[src/rtl/sfx_seq_pkg.sv]
// shared types, constants and step rom for the sound effect step sequencer
package sfx_seq_pkg;

    // defaults for the top level parameters
    localparam int NUM_EFFECTS_DEF    = 14;
    localparam int STEP_ROM_DEPTH_DEF = 32;

    // rom contents and effect table sizes
    localparam int ROM_USED   = 25;
    localparam int KNOWN_IDS  = 14;
    localparam int PTR_W      = 5;
    localparam int DUR_W      = 5;
    localparam int PRIO_W     = 3;
    localparam int ID_W       = 4;

    // depth of the step command queue between front and back
    localparam int QUEUE_DEPTH = 2;

    // request function codes
    localparam logic FUNC_TICK = 1'b0;
    localparam logic FUNC_PLAY = 1'b1;

    // channel kinds
    localparam logic [1:0] KIND_PULSE = 2'd0;
    localparam logic [1:0] KIND_SWEEP = 2'd1;
    localparam logic [1:0] KIND_NOISE = 2'd2;

    // sound register addresses (low byte)
    localparam logic [5:0] ADDR_PULSE_SWEEP = 6'h10;
    localparam logic [5:0] ADDR_PULSE_SHAPE = 6'h11;
    localparam logic [5:0] ADDR_PULSE_ENV   = 6'h12;
    localparam logic [5:0] ADDR_PULSE_FLO   = 6'h13;
    localparam logic [5:0] ADDR_PULSE_FHI   = 6'h14;
    localparam logic [5:0] ADDR_NOISE_ENV   = 6'h21;
    localparam logic [5:0] ADDR_NOISE_SHAPE = 6'h22;
    localparam logic [5:0] ADDR_NOISE_TRIG  = 6'h23;

    // fixed register values
    localparam logic [7:0] SWEEP_ON   = 8'h2D;
    localparam logic [7:0] SWEEP_OFF  = 8'h00;
    localparam logic [7:0] LENGTH_BIT = 8'h80;

    // write slot indexes within a step start
    localparam logic [2:0] SLOT_LAST_NOISE = 3'd2;
    localparam logic [2:0] SLOT_LAST_PULSE = 3'd4;

    // request transaction
    typedef struct packed {
        logic            func;
        logic [ID_W-1:0] effect_id;
    } sfx_in_t;

    // result transaction: one sound register write
    typedef struct packed {
        logic [5:0] reg_addr;
        logic [7:0] reg_value;
        logic       last_write;
    } sfx_out_t;

    // one step of the rom
    typedef struct packed {
        logic [DUR_W-1:0] dur;
        logic [1:0]       kind;
        logic [7:0]       env;
        logic [7:0]       shape;
        logic [7:0]       flo;
        logic [2:0]       fhi;
        logic             last;
    } rom_step_t;

    // step start handed from front to back
    typedef struct packed {
        logic [1:0] kind;
        logic [7:0] env;
        logic [7:0] shape;
        logic [7:0] flo;
        logic [2:0] fhi;
    } step_cmd_t;

    // silent one-frame noise step that ends its effect
    localparam rom_step_t STEP_BLANK = '{5'd1, KIND_NOISE, 8'h00, 8'h00, 8'h00, 3'd0, 1'b1};

    // step rom
    function automatic rom_step_t rom_read(input logic [PTR_W-1:0] idx);
        rom_step_t s;
        case (idx)
            5'd0:    s = '{5'd4,  KIND_NOISE, 8'h52, 8'h62, 8'h00, 3'd0, 1'b1};
            5'd1:    s = '{5'd4,  KIND_NOISE, 8'h52, 8'h53, 8'h00, 3'd0, 1'b1};
            5'd2:    s = '{5'd3,  KIND_NOISE, 8'h31, 8'h25, 8'h00, 3'd0, 1'b0};
            5'd3:    s = '{5'd4,  KIND_NOISE, 8'h21, 8'h13, 8'h00, 3'd0, 1'b1};
            5'd4:    s = '{5'd4,  KIND_SWEEP, 8'hA1, 8'h00, 8'h80, 3'd5, 1'b1};
            5'd5:    s = '{5'd3,  KIND_PULSE, 8'h81, 8'h80, 8'hAC, 3'd7, 1'b0};
            5'd6:    s = '{5'd5,  KIND_PULSE, 8'h72, 8'h80, 8'h7B, 3'd7, 1'b1};
            5'd7:    s = '{5'd4,  KIND_PULSE, 8'h91, 8'h40, 8'hBE, 3'd7, 1'b0};
            5'd8:    s = '{5'd8,  KIND_PULSE, 8'hA2, 8'h40, 8'hCE, 3'd7, 1'b1};
            5'd9:    s = '{5'd5,  KIND_NOISE, 8'hA1, 8'h4E, 8'h00, 3'd0, 1'b0};
            5'd10:   s = '{5'd6,  KIND_NOISE, 8'hC1, 8'h5D, 8'h00, 3'd0, 1'b1};
            5'd11:   s = '{5'd6,  KIND_NOISE, 8'hF2, 8'h71, 8'h00, 3'd0, 1'b0};
            5'd12:   s = '{5'd8,  KIND_NOISE, 8'hA2, 8'h53, 8'h00, 3'd0, 1'b1};
            5'd13:   s = '{5'd6,  KIND_PULSE, 8'hA2, 8'h40, 8'h21, 3'd7, 1'b0};
            5'd14:   s = '{5'd6,  KIND_PULSE, 8'hA2, 8'h40, 8'h05, 3'd7, 1'b0};
            5'd15:   s = '{5'd8,  KIND_PULSE, 8'h92, 8'h40, 8'hD6, 3'd6, 1'b1};
            5'd16:   s = '{5'd3,  KIND_PULSE, 8'h71, 8'h40, 8'hC1, 3'd7, 1'b1};
            5'd17:   s = '{5'd18, KIND_NOISE, 8'h81, 8'h62, 8'h00, 3'd0, 1'b0};
            5'd18:   s = '{5'd18, KIND_NOISE, 8'h81, 8'h62, 8'h00, 3'd0, 1'b0};
            5'd19:   s = '{5'd18, KIND_NOISE, 8'h91, 8'h62, 8'h00, 3'd0, 1'b1};
            5'd20:   s = '{5'd4,  KIND_PULSE, 8'h91, 8'h80, 8'h05, 3'd7, 1'b0};
            5'd21:   s = '{5'd4,  KIND_PULSE, 8'h91, 8'h80, 8'h39, 3'd7, 1'b0};
            5'd22:   s = '{5'd4,  KIND_PULSE, 8'h91, 8'h80, 8'h59, 3'd7, 1'b0};
            5'd23:   s = '{5'd12, KIND_PULSE, 8'hA3, 8'h80, 8'h83, 3'd7, 1'b1};
            5'd24:   s = '{5'd4,  KIND_NOISE, 8'h31, 8'h24, 8'h00, 3'd0, 1'b1};
            default: s = STEP_BLANK;
        endcase
        return s;
    endfunction

    // first rom step of each effect
    function automatic logic [PTR_W-1:0] effect_start(input logic [ID_W-1:0] id);
        logic [PTR_W-1:0] p;
        case (id)
            4'd0:    p = 5'd0;
            4'd1:    p = 5'd0;
            4'd2:    p = 5'd1;
            4'd3:    p = 5'd2;
            4'd4:    p = 5'd4;
            4'd5:    p = 5'd5;
            4'd6:    p = 5'd7;
            4'd7:    p = 5'd9;
            4'd8:    p = 5'd11;
            4'd9:    p = 5'd13;
            4'd10:   p = 5'd16;
            4'd11:   p = 5'd17;
            4'd12:   p = 5'd20;
            4'd13:   p = 5'd24;
            default: p = 5'd0;
        endcase
        return p;
    endfunction

    // priority of each effect
    function automatic logic [PRIO_W-1:0] effect_prio(input logic [ID_W-1:0] id);
        logic [PRIO_W-1:0] p;
        case (id)
            4'd0:    p = 3'd0;
            4'd1:    p = 3'd1;
            4'd2:    p = 3'd1;
            4'd3:    p = 3'd2;
            4'd4:    p = 3'd2;
            4'd5:    p = 3'd3;
            4'd6:    p = 3'd3;
            4'd7:    p = 3'd4;
            4'd8:    p = 3'd5;
            4'd9:    p = 3'd6;
            4'd10:   p = 3'd2;
            4'd11:   p = 3'd4;
            4'd12:   p = 3'd5;
            4'd13:   p = 3'd1;
            default: p = 3'd0;
        endcase
        return p;
    endfunction

endpackage

[src/rtl/sfx_seq_front.sv]
// front end: accepts requests and ticks, tracks the effect state, issues step starts
module sfx_seq_front #(
    parameter int NUM_EFFECTS    = sfx_seq_pkg::NUM_EFFECTS_DEF,
    parameter int STEP_ROM_DEPTH = sfx_seq_pkg::STEP_ROM_DEPTH_DEF
) (
    input  logic                  clk,
    input  logic                  rst_n,
    input  logic                  push,
    output logic                  full,
    input  sfx_seq_pkg::sfx_in_t  request,
    output logic                  cmd_push,
    output sfx_seq_pkg::step_cmd_t cmd,
    input  logic                  cmd_full
);

    logic                                active_reg, active_next;
    logic [sfx_seq_pkg::PTR_W-1:0]       ptr_reg, ptr_next;
    logic [sfx_seq_pkg::DUR_W-1:0]       frames_reg, frames_next;
    logic [sfx_seq_pkg::PRIO_W-1:0]      prio_reg, prio_next;
    logic [sfx_seq_pkg::ID_W-1:0]        pending_reg, pending_next;
    logic                                cur_last_reg, cur_last_next;

    logic                                accept;
    logic                                start_go;
    logic                                advance;
    logic [sfx_seq_pkg::ID_W-1:0]        start_id;
    logic [sfx_seq_pkg::DUR_W-1:0]       frames_dec;
    logic [sfx_seq_pkg::PTR_W-1:0]       rd_ptr;
    sfx_seq_pkg::rom_step_t              rd_step;

    // an id that names a real effect
    function automatic logic known_id(input logic [sfx_seq_pkg::ID_W-1:0] id);
        return (id != '0) && (32'(id) < NUM_EFFECTS) && (32'(id) < sfx_seq_pkg::KNOWN_IDS);
    endfunction

    assign accept     = push && !cmd_full;
    assign full       = cmd_full;
    assign frames_dec = frames_reg - 1'b1;

    // classify the transaction: start an effect, advance a step, or just update state
    always_comb
    begin
        start_go = 1'b0;
        advance  = 1'b0;
        start_id = request.effect_id;
        if (accept)
        begin
            if (request.func == sfx_seq_pkg::FUNC_PLAY)
            begin
                if (known_id(request.effect_id) && !active_reg)
                begin
                    start_go = 1'b1;
                end
            end
            else if (active_reg && frames_dec == '0)
            begin
                if (!cur_last_reg)
                begin
                    advance = 1'b1;
                end
                else if (pending_reg != '0 && known_id(pending_reg))
                begin
                    start_go = 1'b1;
                    start_id = pending_reg;
                end
            end
        end
    end

    // rom lookup of the step that starts now
    always_comb
    begin
        rd_ptr  = start_go ? sfx_seq_pkg::effect_start(start_id) : ptr_reg + 1'b1;
        rd_step = (32'(rd_ptr) < STEP_ROM_DEPTH) ? sfx_seq_pkg::rom_read(rd_ptr)
                                                 : sfx_seq_pkg::STEP_BLANK;
    end

    // next state
    always_comb
    begin
        active_next   = active_reg;
        ptr_next      = ptr_reg;
        frames_next   = frames_reg;
        prio_next     = prio_reg;
        pending_next  = pending_reg;
        cur_last_next = cur_last_reg;
        if (accept)
        begin
            if (request.func == sfx_seq_pkg::FUNC_PLAY)
            begin
                if (known_id(request.effect_id) && active_reg &&
                    sfx_seq_pkg::effect_prio(request.effect_id) >= prio_reg)
                begin
                    pending_next = request.effect_id;
                end
            end
            else if (active_reg)
            begin
                frames_next = frames_dec;
                if (frames_dec == '0 && cur_last_reg)
                begin
                    active_next  = 1'b0;
                    pending_next = '0;
                end
            end
        end
        if (start_go || advance)
        begin
            ptr_next      = rd_ptr;
            frames_next   = rd_step.dur;
            cur_last_next = rd_step.last;
        end
        if (start_go)
        begin
            active_next = 1'b1;
            prio_next   = sfx_seq_pkg::effect_prio(start_id);
        end
    end

    // step start command toward the queue
    assign cmd_push  = start_go || advance;
    assign cmd.kind  = rd_step.kind;
    assign cmd.env   = rd_step.env;
    assign cmd.shape = rd_step.shape;
    assign cmd.flo   = rd_step.flo;
    assign cmd.fhi   = rd_step.fhi;

    // sequencer state
    always_ff @(posedge clk or negedge rst_n)
    begin
        if (!rst_n)
        begin
            active_reg   <= 1'b0;
            ptr_reg      <= '0;
            frames_reg   <= '0;
            prio_reg     <= '0;
            pending_reg  <= '0;
            cur_last_reg <= 1'b0;
        end
        else
        begin
            active_reg   <= active_next;
            ptr_reg      <= ptr_next;
            frames_reg   <= frames_next;
            prio_reg     <= prio_next;
            pending_reg  <= pending_next;
            cur_last_reg <= cur_last_next;
        end
    end

    // a running step always has frames left
    assert property (@(posedge clk) disable iff (!rst_n) active_reg |-> frames_reg != '0)
        else $error("active effect with zero frames left");

    // a parked request exists only while an effect sounds
    assert property (@(posedge clk) disable iff (!rst_n) pending_reg != '0 |-> active_reg)
        else $error("pending effect while idle");

    // a step start is issued only for an accepted transaction
    assert property (@(posedge clk) disable iff (!rst_n) cmd_push |-> push && !cmd_full)
        else $error("step start without accepted transaction");

endmodule

[src/rtl/sfx_seq_queue.sv]
// short first-in first-out queue of step starts between front and back
module sfx_seq_queue (
    input  logic                   clk,
    input  logic                   rst_n,
    input  logic                   wr_en,
    input  sfx_seq_pkg::step_cmd_t wr_data,
    output logic                   q_full,
    input  logic                   rd_en,
    output sfx_seq_pkg::step_cmd_t rd_data,
    output logic                   q_avail
);

    localparam int DEPTH = sfx_seq_pkg::QUEUE_DEPTH;
    localparam int AW    = (DEPTH > 1) ? $clog2(DEPTH) : 1;
    localparam int CW    = $clog2(DEPTH + 1);

    sfx_seq_pkg::step_cmd_t slots_reg [DEPTH];
    logic [AW-1:0] wr_ptr_reg, wr_ptr_next;
    logic [AW-1:0] rd_ptr_reg, rd_ptr_next;
    logic [CW-1:0] count_reg, count_next;
    logic          do_wr, do_rd;

    assign q_full  = (count_reg == CW'(DEPTH));
    assign q_avail = (count_reg != '0);
    assign do_wr   = wr_en && !q_full;
    assign do_rd   = rd_en && q_avail;
    assign rd_data = slots_reg[rd_ptr_reg];

    // pointer and fill count update
    always_comb
    begin
        wr_ptr_next = wr_ptr_reg;
        rd_ptr_next = rd_ptr_reg;
        count_next  = count_reg;
        if (do_wr)
        begin
            wr_ptr_next = (wr_ptr_reg == AW'(DEPTH - 1)) ? '0 : wr_ptr_reg + 1'b1;
        end
        if (do_rd)
        begin
            rd_ptr_next = (rd_ptr_reg == AW'(DEPTH - 1)) ? '0 : rd_ptr_reg + 1'b1;
        end
        if (do_wr && !do_rd)
        begin
            count_next = count_reg + 1'b1;
        end
        else if (do_rd && !do_wr)
        begin
            count_next = count_reg - 1'b1;
        end
    end

    // storage
    always_ff @(posedge clk)
    begin
        if (do_wr)
        begin
            slots_reg[wr_ptr_reg] <= wr_data;
        end
    end

    // control
    always_ff @(posedge clk or negedge rst_n)
    begin
        if (!rst_n)
        begin
            wr_ptr_reg <= '0;
            rd_ptr_reg <= '0;
            count_reg  <= '0;
        end
        else
        begin
            wr_ptr_reg <= wr_ptr_next;
            rd_ptr_reg <= rd_ptr_next;
            count_reg  <= count_next;
        end
    end

    // fill count never exceeds the depth
    assert property (@(posedge clk) disable iff (!rst_n) count_reg <= CW'(DEPTH))
        else $error("queue overfilled");

    // a write into a full queue is never requested
    assert property (@(posedge clk) disable iff (!rst_n) q_full |-> !wr_en)
        else $error("write into full queue");

    // pointers meet when the fill count is zero
    assert property (@(posedge clk) disable iff (!rst_n)
        (count_reg == '0) |-> (wr_ptr_reg == rd_ptr_reg))
        else $error("queue pointers disagree with empty count");

endmodule

[src/rtl/sfx_seq_back.sv]
// back end: expands one step start into its sound register writes
module sfx_seq_back (
    input  logic                   clk,
    input  logic                   rst_n,
    input  logic                   q_avail,
    input  sfx_seq_pkg::step_cmd_t q_data,
    output logic                   q_pop,
    output logic                   empty,
    input  logic                   pop,
    output sfx_seq_pkg::sfx_out_t  result
);

    sfx_seq_pkg::step_cmd_t cmd_reg;
    logic                   busy_reg, busy_next;
    logic [2:0]             slot_reg, slot_next;
    logic                   is_noise;
    logic                   at_last;
    logic                   taken;
    logic                   load;

    assign is_noise = (cmd_reg.kind == sfx_seq_pkg::KIND_NOISE);
    assign at_last  = is_noise ? (slot_reg == sfx_seq_pkg::SLOT_LAST_NOISE)
                               : (slot_reg == sfx_seq_pkg::SLOT_LAST_PULSE);
    assign taken    = pop && busy_reg;
    assign load     = q_avail && (!busy_reg || (taken && at_last));
    assign q_pop    = load;
    assign empty    = !busy_reg;

    // write sequence position
    always_comb
    begin
        busy_next = busy_reg;
        slot_next = slot_reg;
        if (load)
        begin
            busy_next = 1'b1;
            slot_next = '0;
        end
        else if (taken)
        begin
            if (at_last)
            begin
                busy_next = 1'b0;
            end
            else
            begin
                slot_next = slot_reg + 1'b1;
            end
        end
    end

    // register write selected by the position
    always_comb
    begin
        result.last_write = at_last;
        result.reg_addr   = sfx_seq_pkg::ADDR_NOISE_TRIG;
        result.reg_value  = sfx_seq_pkg::LENGTH_BIT;
        if (is_noise)
        begin
            case (slot_reg)
                3'd0:
                begin
                    result.reg_addr  = sfx_seq_pkg::ADDR_NOISE_ENV;
                    result.reg_value = cmd_reg.env;
                end
                3'd1:
                begin
                    result.reg_addr  = sfx_seq_pkg::ADDR_NOISE_SHAPE;
                    result.reg_value = cmd_reg.shape;
                end
                default:
                begin
                    result.reg_addr  = sfx_seq_pkg::ADDR_NOISE_TRIG;
                    result.reg_value = sfx_seq_pkg::LENGTH_BIT;
                end
            endcase
        end
        else
        begin
            case (slot_reg)
                3'd0:
                begin
                    result.reg_addr  = sfx_seq_pkg::ADDR_PULSE_SWEEP;
                    result.reg_value = (cmd_reg.kind == sfx_seq_pkg::KIND_SWEEP)
                                       ? sfx_seq_pkg::SWEEP_ON : sfx_seq_pkg::SWEEP_OFF;
                end
                3'd1:
                begin
                    result.reg_addr  = sfx_seq_pkg::ADDR_PULSE_SHAPE;
                    result.reg_value = cmd_reg.shape;
                end
                3'd2:
                begin
                    result.reg_addr  = sfx_seq_pkg::ADDR_PULSE_ENV;
                    result.reg_value = cmd_reg.env;
                end
                3'd3:
                begin
                    result.reg_addr  = sfx_seq_pkg::ADDR_PULSE_FLO;
                    result.reg_value = cmd_reg.flo;
                end
                default:
                begin
                    result.reg_addr  = sfx_seq_pkg::ADDR_PULSE_FHI;
                    result.reg_value = sfx_seq_pkg::LENGTH_BIT | {5'd0, cmd_reg.fhi};
                end
            endcase
        end
    end

    // current step start
    always_ff @(posedge clk)
    begin
        if (load)
        begin
            cmd_reg <= q_data;
        end
    end

    // control
    always_ff @(posedge clk or negedge rst_n)
    begin
        if (!rst_n)
        begin
            busy_reg <= 1'b0;
            slot_reg <= '0;
        end
        else
        begin
            busy_reg <= busy_next;
            slot_reg <= slot_next;
        end
    end

    // position stays inside the write list of the step kind
    assert property (@(posedge clk) disable iff (!rst_n)
        busy_reg |-> (is_noise ? slot_reg <= sfx_seq_pkg::SLOT_LAST_NOISE
                               : slot_reg <= sfx_seq_pkg::SLOT_LAST_PULSE))
        else $error("write position beyond step write list");

    // a popped non-final write is followed by the next position of the same step
    assert property (@(posedge clk) disable iff (!rst_n)
        taken && !at_last |=> busy_reg && slot_reg == $past(slot_reg) + 3'd1)
        else $error("write sequence skipped a position");

    // a new step start begins at its first write
    assert property (@(posedge clk) disable iff (!rst_n) load |=> slot_reg == '0)
        else $error("step start did not begin at first write");

endmodule

[src/rtl/sound_effect_step_sequencer.sv]
// top level of the sound effect step sequencer
// Plays one sound effect at a time from a built-in step rom. A request
// transaction (func=1) starts its effect at once when idle, or parks it in a
// single pending slot when an effect of no higher priority is sounding; a
// tick transaction (func=0) counts the current step down and, when it runs
// out, moves to the next step or ends the effect and starts the pending one.
// Each step start produces three (noise) or five (pulse or sweep) sound
// register writes, read out one per cycle while pop is held, as result
// transactions. The front end takes one transaction per cycle while full is
// low and issues at most one step start each; step starts wait in a
// two-entry queue, so full rises only while two step starts are waiting.
// The output side delivers one write per cycle while pop is held; that single
// write port sets the sustained rate when every transaction starts a step.
module sound_effect_step_sequencer #(
    parameter int NUM_EFFECTS    = sfx_seq_pkg::NUM_EFFECTS_DEF,
    parameter int STEP_ROM_DEPTH = sfx_seq_pkg::STEP_ROM_DEPTH_DEF
) (
    input  logic                  clk,
    input  logic                  rst_n,
    input  logic                  push,
    output logic                  full,
    input  sfx_seq_pkg::sfx_in_t  request,
    output logic                  empty,
    input  logic                  pop,
    output sfx_seq_pkg::sfx_out_t result
);

    logic                   cmd_push;
    sfx_seq_pkg::step_cmd_t cmd;
    logic                   q_full;
    logic                   q_pop;
    logic                   q_avail;
    sfx_seq_pkg::step_cmd_t q_data;

    // request handling and effect state
    sfx_seq_front #(
        .NUM_EFFECTS    (NUM_EFFECTS),
        .STEP_ROM_DEPTH (STEP_ROM_DEPTH)
    ) u_front (
        .clk      (clk),
        .rst_n    (rst_n),
        .push     (push),
        .full     (full),
        .request  (request),
        .cmd_push (cmd_push),
        .cmd      (cmd),
        .cmd_full (q_full)
    );

    // step start queue
    sfx_seq_queue u_queue (
        .clk     (clk),
        .rst_n   (rst_n),
        .wr_en   (cmd_push),
        .wr_data (cmd),
        .q_full  (q_full),
        .rd_en   (q_pop),
        .rd_data (q_data),
        .q_avail (q_avail)
    );

    // register write sequencing
    sfx_seq_back u_back (
        .clk     (clk),
        .rst_n   (rst_n),
        .q_avail (q_avail),
        .q_data  (q_data),
        .q_pop   (q_pop),
        .empty   (empty),
        .pop     (pop),
        .result  (result)
    );

endmodule
[config.mk]
export PLATFORM = sky130hd
export DESIGN_NAME = sound_effect_step_sequencer
export DESIGN_NICKNAME = d
export VERILOG_FILES = /design/src/rtl/sfx_seq_pkg.sv /design/src/rtl/sfx_seq_front.sv /design/src/rtl/sfx_seq_queue.sv /design/src/rtl/sfx_seq_back.sv /design/src/rtl/sound_effect_step_sequencer.sv
export SDC_FILE = /design/constraint.sdc
export NUM_CORES = 1
export LEC_CHECK = 0
export BUFFER_PORTS_ARGS = -buffer_cell sky130_fd_sc_hd__buf_2
export CAP_MARGIN = 20
export CORE_MARGIN = 2
export CORE_UTILIZATION = 45
export DETAILED_ROUTE_END_ITERATION = 8
export GPL_ROUTABILITY_DRIVEN = 0
export GPL_TIMING_DRIVEN = 0
export PLACE_DENSITY = 0.69
export SYNTH_ARGS = -nofsm -noshare
export SYNTH_HDL_FRONTEND = slang
export SYNTH_SLANG_ARGS = --single-unit
[constraint.sdc]
create_clock -name clk -period 4.4 [get_ports clk]
set_input_delay 0.44 -clock clk [delete_from_list [all_inputs] [get_ports clk]]
set_output_delay 0.44 -clock clk [all_outputs]
set_load 0.01 [all_outputs]
After elaboration in Yosys (flattened, before gate mapping) --
Memories as Yosys holds them, arrays and structs flattened. A register that Yosys moved wholly into a read port is not among the register bits. Cells that the tools add are included.
Word-level totals: register bits 24, memory bits (writable) 58, bits in read-only memories 1232, input port bits 9, output and inout bits 17, logic and storage cells 128, memories kept 5
Operators by class: $add $sub $neg 7, $lt $le $gt $ge 3, equal/unequal tests 11, mux-type cells 48, reductions and logical operators 44
Memory list:
- (name not given) | words 32, bits a word 33, rd ports 1, clocked after Yosys merged registers in 0, wr ports 0, line sfx_seq_pkg.sv:86 | case (idx)
- (name not given) | words 16, bits a word 5, rd ports 1, clocked after Yosys merged registers in 0, wr ports 0, line sfx_seq_pkg.sv:120 | case (id)
- u_queue.slots_reg | words 2, bits a word 29, rd ports 1, clocked after Yosys merged registers in 1, wr ports 1, line sfx_seq_queue.sv:17 | sfx_seq_pkg::step_cmd_t slots_reg [DEPTH];
- (name not given) | words 16, bits a word 3, rd ports 1, clocked after Yosys merged registers in 0, wr ports 0, line sfx_seq_pkg.sv:143 | case (id)
- (name not given) | words 16, bits a word 3, rd ports 1, clocked after Yosys merged registers in 1, wr ports 0, line sfx_seq_pkg.sv:143
Operators by type and width (number):
- 11-bit one-hot mux with 4 select lines | 1
- 4-bit two-way mux | 9
- 5-bit two-way mux | 5
- 1-bit two-way mux | 23
- 10-bit one-hot mux with 2 select lines | 1
- 1-bit logical AND | 18
- 2-bit nonzero test | 9
- 3-bit two-way mux | 5
- 14-bit two-way mux | 1
- 4-bit < comparator, second input constant | 2
- 4-bit nonzero test | 2
- 3-bit by 2-bit equality test with 1-bit output, second input constant | 2
- 1-bit zero test | 6
- 6-bit two-way mux | 1
- 2-bit by 1-bit != test with 1-bit output, second input constant | 3
- 2-bit AND reduction | 3
- 5-bit by 1-bit adder with 5-bit output, second input constant | 1
- 5-bit zero test | 1
- 5-bit by 1-bit subtractor with 5-bit output, second input constant | 1
- 2-bit equality test, second input constant | 2
- 2-bit two-way mux | 2
- 4-bit AND reduction | 1
- 3-bit by 1-bit adder with 3-bit output, second input constant | 1
- 3-bit by 1-bit equality test with 1-bit output, second input constant | 1
- other kinds (10) | 12

Logic depth before layout (Yosys ltp) --
depth after elaboration 15, mapped depth 22, gate-level depth less buffers 20

Hierarchy --
From an unflattened synthesis, not the netlist that was laid out.
Unflattened totals: cells, all modules 627, area, all modules 6949.2 µm²
By module, submodules not included:
- sfx_seq_front | times used 1, cells each 398, area an instance 3054.2 µm², sequential area each 475.5 µm²
- sfx_seq_queue | times used 1, cells each 109, area an instance 2309.7 µm², sequential area each 1841.8 µm²
- sfx_seq_back | times used 1, cells each 120, area an instance 1585.3 µm², sequential area each 970.9 µm²

Worst setup path before layout --
Ideal clock, no wire load.
path type register to register, from register u_front.frames_reg[0] (netlist name), to memory u_queue.slots_reg[0][20] (netlist name) (data pin), setup time 0.227 ns, data arrival time 4.500 ns, required time 4.173 ns, setup slack -0.326 ns, stages on the path, launching flop included 22, path buffers 2, period minus slack after synthesis 4.726 ns, path through dfrtp_1 > inv_1 > ha_1 > nand2_1 > or4_4 > and2_4 > buf_6 > nor2_1 > nor2_1 > a21oi_1 > ha_1 > nand2_1 > a211oi_1 > o211ai_1 > a31oi_2 > inv_1 > ha_1 > clkbuf_1 > inv_1 > nand3_1 > a21oi_1 > a2111oi_1
RTL lines:
- from (decl) | line sfx_seq_front.sv:18 | logic [sfx_seq_pkg::DUR_W-1:0] frames_reg, frames_next;
- from (signal assigned) | line sfx_seq_front.sv:144 | frames_reg <= frames_next;
- to (decl) | line sfx_seq_queue.sv:17

==> impl_metrics.tcl <==
set metrics [dict create \
    fin_crit_ns 4.27 \
    cpLargestDelayFamily "simple AND/OR/NAND/NOR gates" \
    synth_compound_area_share_pct 18.5 \
    dr.pass1.iters 5 \
    synth_nets 627 \
    yosysWarnings 0 \
    crit_required_ns 4.47 \
    grt_overflow 0 \
    path_buf_inv 3 \
    syn_area_mm2 0.00631 \
    busiest_layer "met2" \
    yosys.area_share.simple_pct 13.6 \
    n_antenna_cell 0 \
    largest_register_ffs 54 \
    synthAdderAreaFrac_pct 5.55 \
    power_density_mw_per_mm2 799 \
    report.final.slew_viol_count 0 \
    stdcell_count 831 \
    num_rows 43 \
    drtIter0Drc 408 \
    fmax_mhz 234 \
    synth_top_area_share_pct 38.6 \
    finalSetupViolations 0 \
    clk_path_buf_depth 2 \
    cp_max_fo 8 \
    avgViaCountPerCell 6.02 \
    start_util_pct 45.8 \
    cts_buffers 9 \
    clkLatencyLatePin_ns 0.35 \
    synth_ff_type "edfxtp_1" \
    cts_sinks 108 \
    crit_path_end_kind "register" \
    grt_max_degree 33 \
    core_area_mm2 0.0138 \
    synth-xor-area-share_pct 1.53 \
    ys_types 75 \
    tightest_slew_ns 0.949 \
    avgSynthCellArea_um2 10.7 \
    routed_wire_length_per_instance_um 18.3 \
    grt_pass1_vias 4780 \
    path_cells "inv_2 -> ha_4 -> nand2b_4 -> or4_4 -> and2_4 -> buf_4 -> or4b_2 -> a21o_1 -> a31oi_4 -> inv_1 -> ha_1 -> nor2_2 -> a2bb2oi_1 -> o32ai_1" \
    syn_to_final_growth_pct 17.1 \
    synth.mux.area_fraction_pct 6.96 \
    vias 5002 \
    crit_path_max_incr_delay_ns 0.62 \
    use_met2_pct 34.8 \
    power_frac_clock_pct 13.6 \
    fillers 1177 \
    grt_pass1_wl_um 23800 \
    finalClockSkew_ns 0.00527 \
    arrival_ns 4.34 \
    power_frac_seq_pct 28.2 \
    switching_power_uw 2620 \
    placed_cells 796 \
    synth_top_family_by_area "compound AO/OA/AOI/OAI gates" \
    async_flop_share_pct 25.0 \
    antenna_found_initial 0 \
    synthTopCellsByArea "edfxtp_1, dfrtp_1, ha_1, mux2_2, a21oi_1" \
    die_h_um 122 \
    p_int_uw 3280 \
    cap_viol_max_count 0 \
    pin_count 26 \
    worstHoldPathType "in2async" \
    status "finished clean" \
    wirelength_um 15200 \
    die-area_mm2 0.0150 \
    yosysTopAreaCell "edfxtp_1" \
    nets 683 \
    slowest_stage "or4b_2" \
    period_share_pct 97.1 \
    cp-start-kind "register" \
    grtUsageMet3_pct 3.49 \
    hold_buffers 0 \
    io_buffers 24 \
    critPathKind "reg2reg" \
    die_x_um 122 \
    clkTransAtPathRegs_ns 0.07 \
    synthCells 590 \
    drive_gt1_share_pct 25.2 \
    grt_util_all_layers_pct 20.6 \
    vdd.ir_drop.worst_uv 295 \
    relSlewSlack_pct 36.6 \
    comb_power_share_pct 58.2 \
    tns_ns 0 \
    route.detailed.drc 0 \
    yosysSeqAreaShare_pct 49.3 \
    fin_util_pct 53.6 \
    root_buffer "clkbuf_16" \
    ys_ff_latch 108 \
    p_leak_uw 0.00275 \
    cts_tree "yes" \
    netSwitchingFraction_pct 44.4 \
    htree_levels 3 \
    hpwl_um 10400 \
    synth_edf_count 81 \
    hold_viol_final 0 \
    grt_use_met1_pct 25.7 \
    final_antenna_net_count 0 \
]
## power by group through the flow
stage | Clock [µW] | Sequential (µW) | Combinational (µW)
floorplan | 0 | 1640 | 2090
global placement | 0 | 1670 | 2760
detailed placement | 0 | 1680 | 2840
CTS | 816 | 1660 | 3050
global route | 862 | 1690 | 3680
finish | 802 | 1670 | 3430
## cell type report
type / instances / area [µm²] / share of cell area, %
Sequential cell: 108 / 3110 / 42.1
Clock buffer: 12 / 258 / 3.49
Tap cell: 180 / 225 / 3.05
Multi-Input combinational cell: 419 / 3140 / 42.6
Clock inverter: 4 / 37.5 / 0.508
Timing Repair Buffer: 48 / 335 / 4.54
Buffer: 33 / 173 / 2.34
Inverter: 27 / 105 / 1.42
## final timing paths
check | startpoint | endpoint | slack [ns] | cells past startpoint
hold reg to reg | u_front.prio_reg[0] | u_front.prio_reg[0] | 0.52 | 1
setup reg to reg | u_front.frames_reg[1] | u_queue.slots_reg[0][3] | 0.13 | 14
hold / removal | rst_n | u_front.prio_reg[1] | 0.12 | 1
max in group asynchronous | rst_n | u_front.frames_reg[0] | 3.81 | 1
min in group clk | request[4] | u_front.active_reg | 0.36 | 3
setup / recovery | u_front.frames_reg[1] | u_queue.slots_reg[0][3] | 0.13 | 14
## metal layers
metal / vias to the layer above / wire length, µm
met2: 259 / 7320
met4: 0 / 573
met5: - / 0
met3: 55 / 1110
li1: 2319 / -
met1: 2369 / 6200
## placed cells by master, fill, tap and decap left out, drive strengths merged, types with 7 or more instances in the layout
master / netlist / final
edfxtp: 81 / 81
buf: 16 / 64
nor2: 52 / 52
nand2: 44 / 44
a21oi: 44 / 44
o21ai: 38 / 38
mux2: 31 / 31
inv: 27 / 29
clkbuf: 20 / 29
ha: 28 / 28
dfrtp: 27 / 27
nand3: 21 / 21
mux2i: 9 / 9
a22o: 8 / 8
xor2: 8 / 8
nand2b: 8 / 8
a21o: 7 / 7
o22ai: 7 / 7
nor3: 7 / 7
and2: 7 / 7
## stage by stage
step / hold slack, ns / total power (µW) / setup WS, ns / instance area (µm²)
2_1_floorplan: 0.144 / 3730 / 0.0260 / 6320
3_3_place_gp: 0.472 / 4440 / -1.01 / 6670
3_5_place_dp: 0.507 / 4520 / -1.11 / 6730
4_1_cts: 0.136 / 5520 / 0.00748 / 7170
5_1_grt: 0.149 / 6230 / -0.0582 / 7390
6_report: 0.119 / 5900 / 0.128 / 7390
## synthesized netlist by cell type, types with 4 or more instances
cell	count
edfxtp_1	81
nor2_1	52
a21oi_1	44
nand2_1	42
o21ai_0	37
mux2_2	31
ha_1	28
dfrtp_1	27
inv_1	27
clkbuf_1	20
nand3_1	20
mux2i_1	9
a22o_1	8
nand2b_1	8
xor2_1	8
a21o_1	7
buf_4	7
nor3_1	7
o22ai_1	7
a221oi_1	6
a22oi_1	6
buf_2	6
a211oi_1	5
and2_1	5
and3_1	5
nand4_1	5
nor2b_1	5
o211ai_1	4
o221ai_1	4
or3_1	4
## cells by family (layout without fill, tap and decap cells)
family / count (synthesis) / count (layout)
AND/OR/NAND/NOR: 171 / 171
AO/OA/AOI/OAI: 168 / 168
flip-flops: 108 / 108
buffers and inverters: 63 / 124
multiplexers: 40 / 40
adder cells (fa/ha/maj): 28 / 28
XOR/XNOR: 11 / 11
other: 1 / 1
## repair_timing
action / in CTS / in global routing
setup buffers: 6 / 16
pin swaps: 5 / 11
gates resized for setup: 25 / 29
setup endpoints to repair: 58 / 52
(Power assumes the default switching activity.)
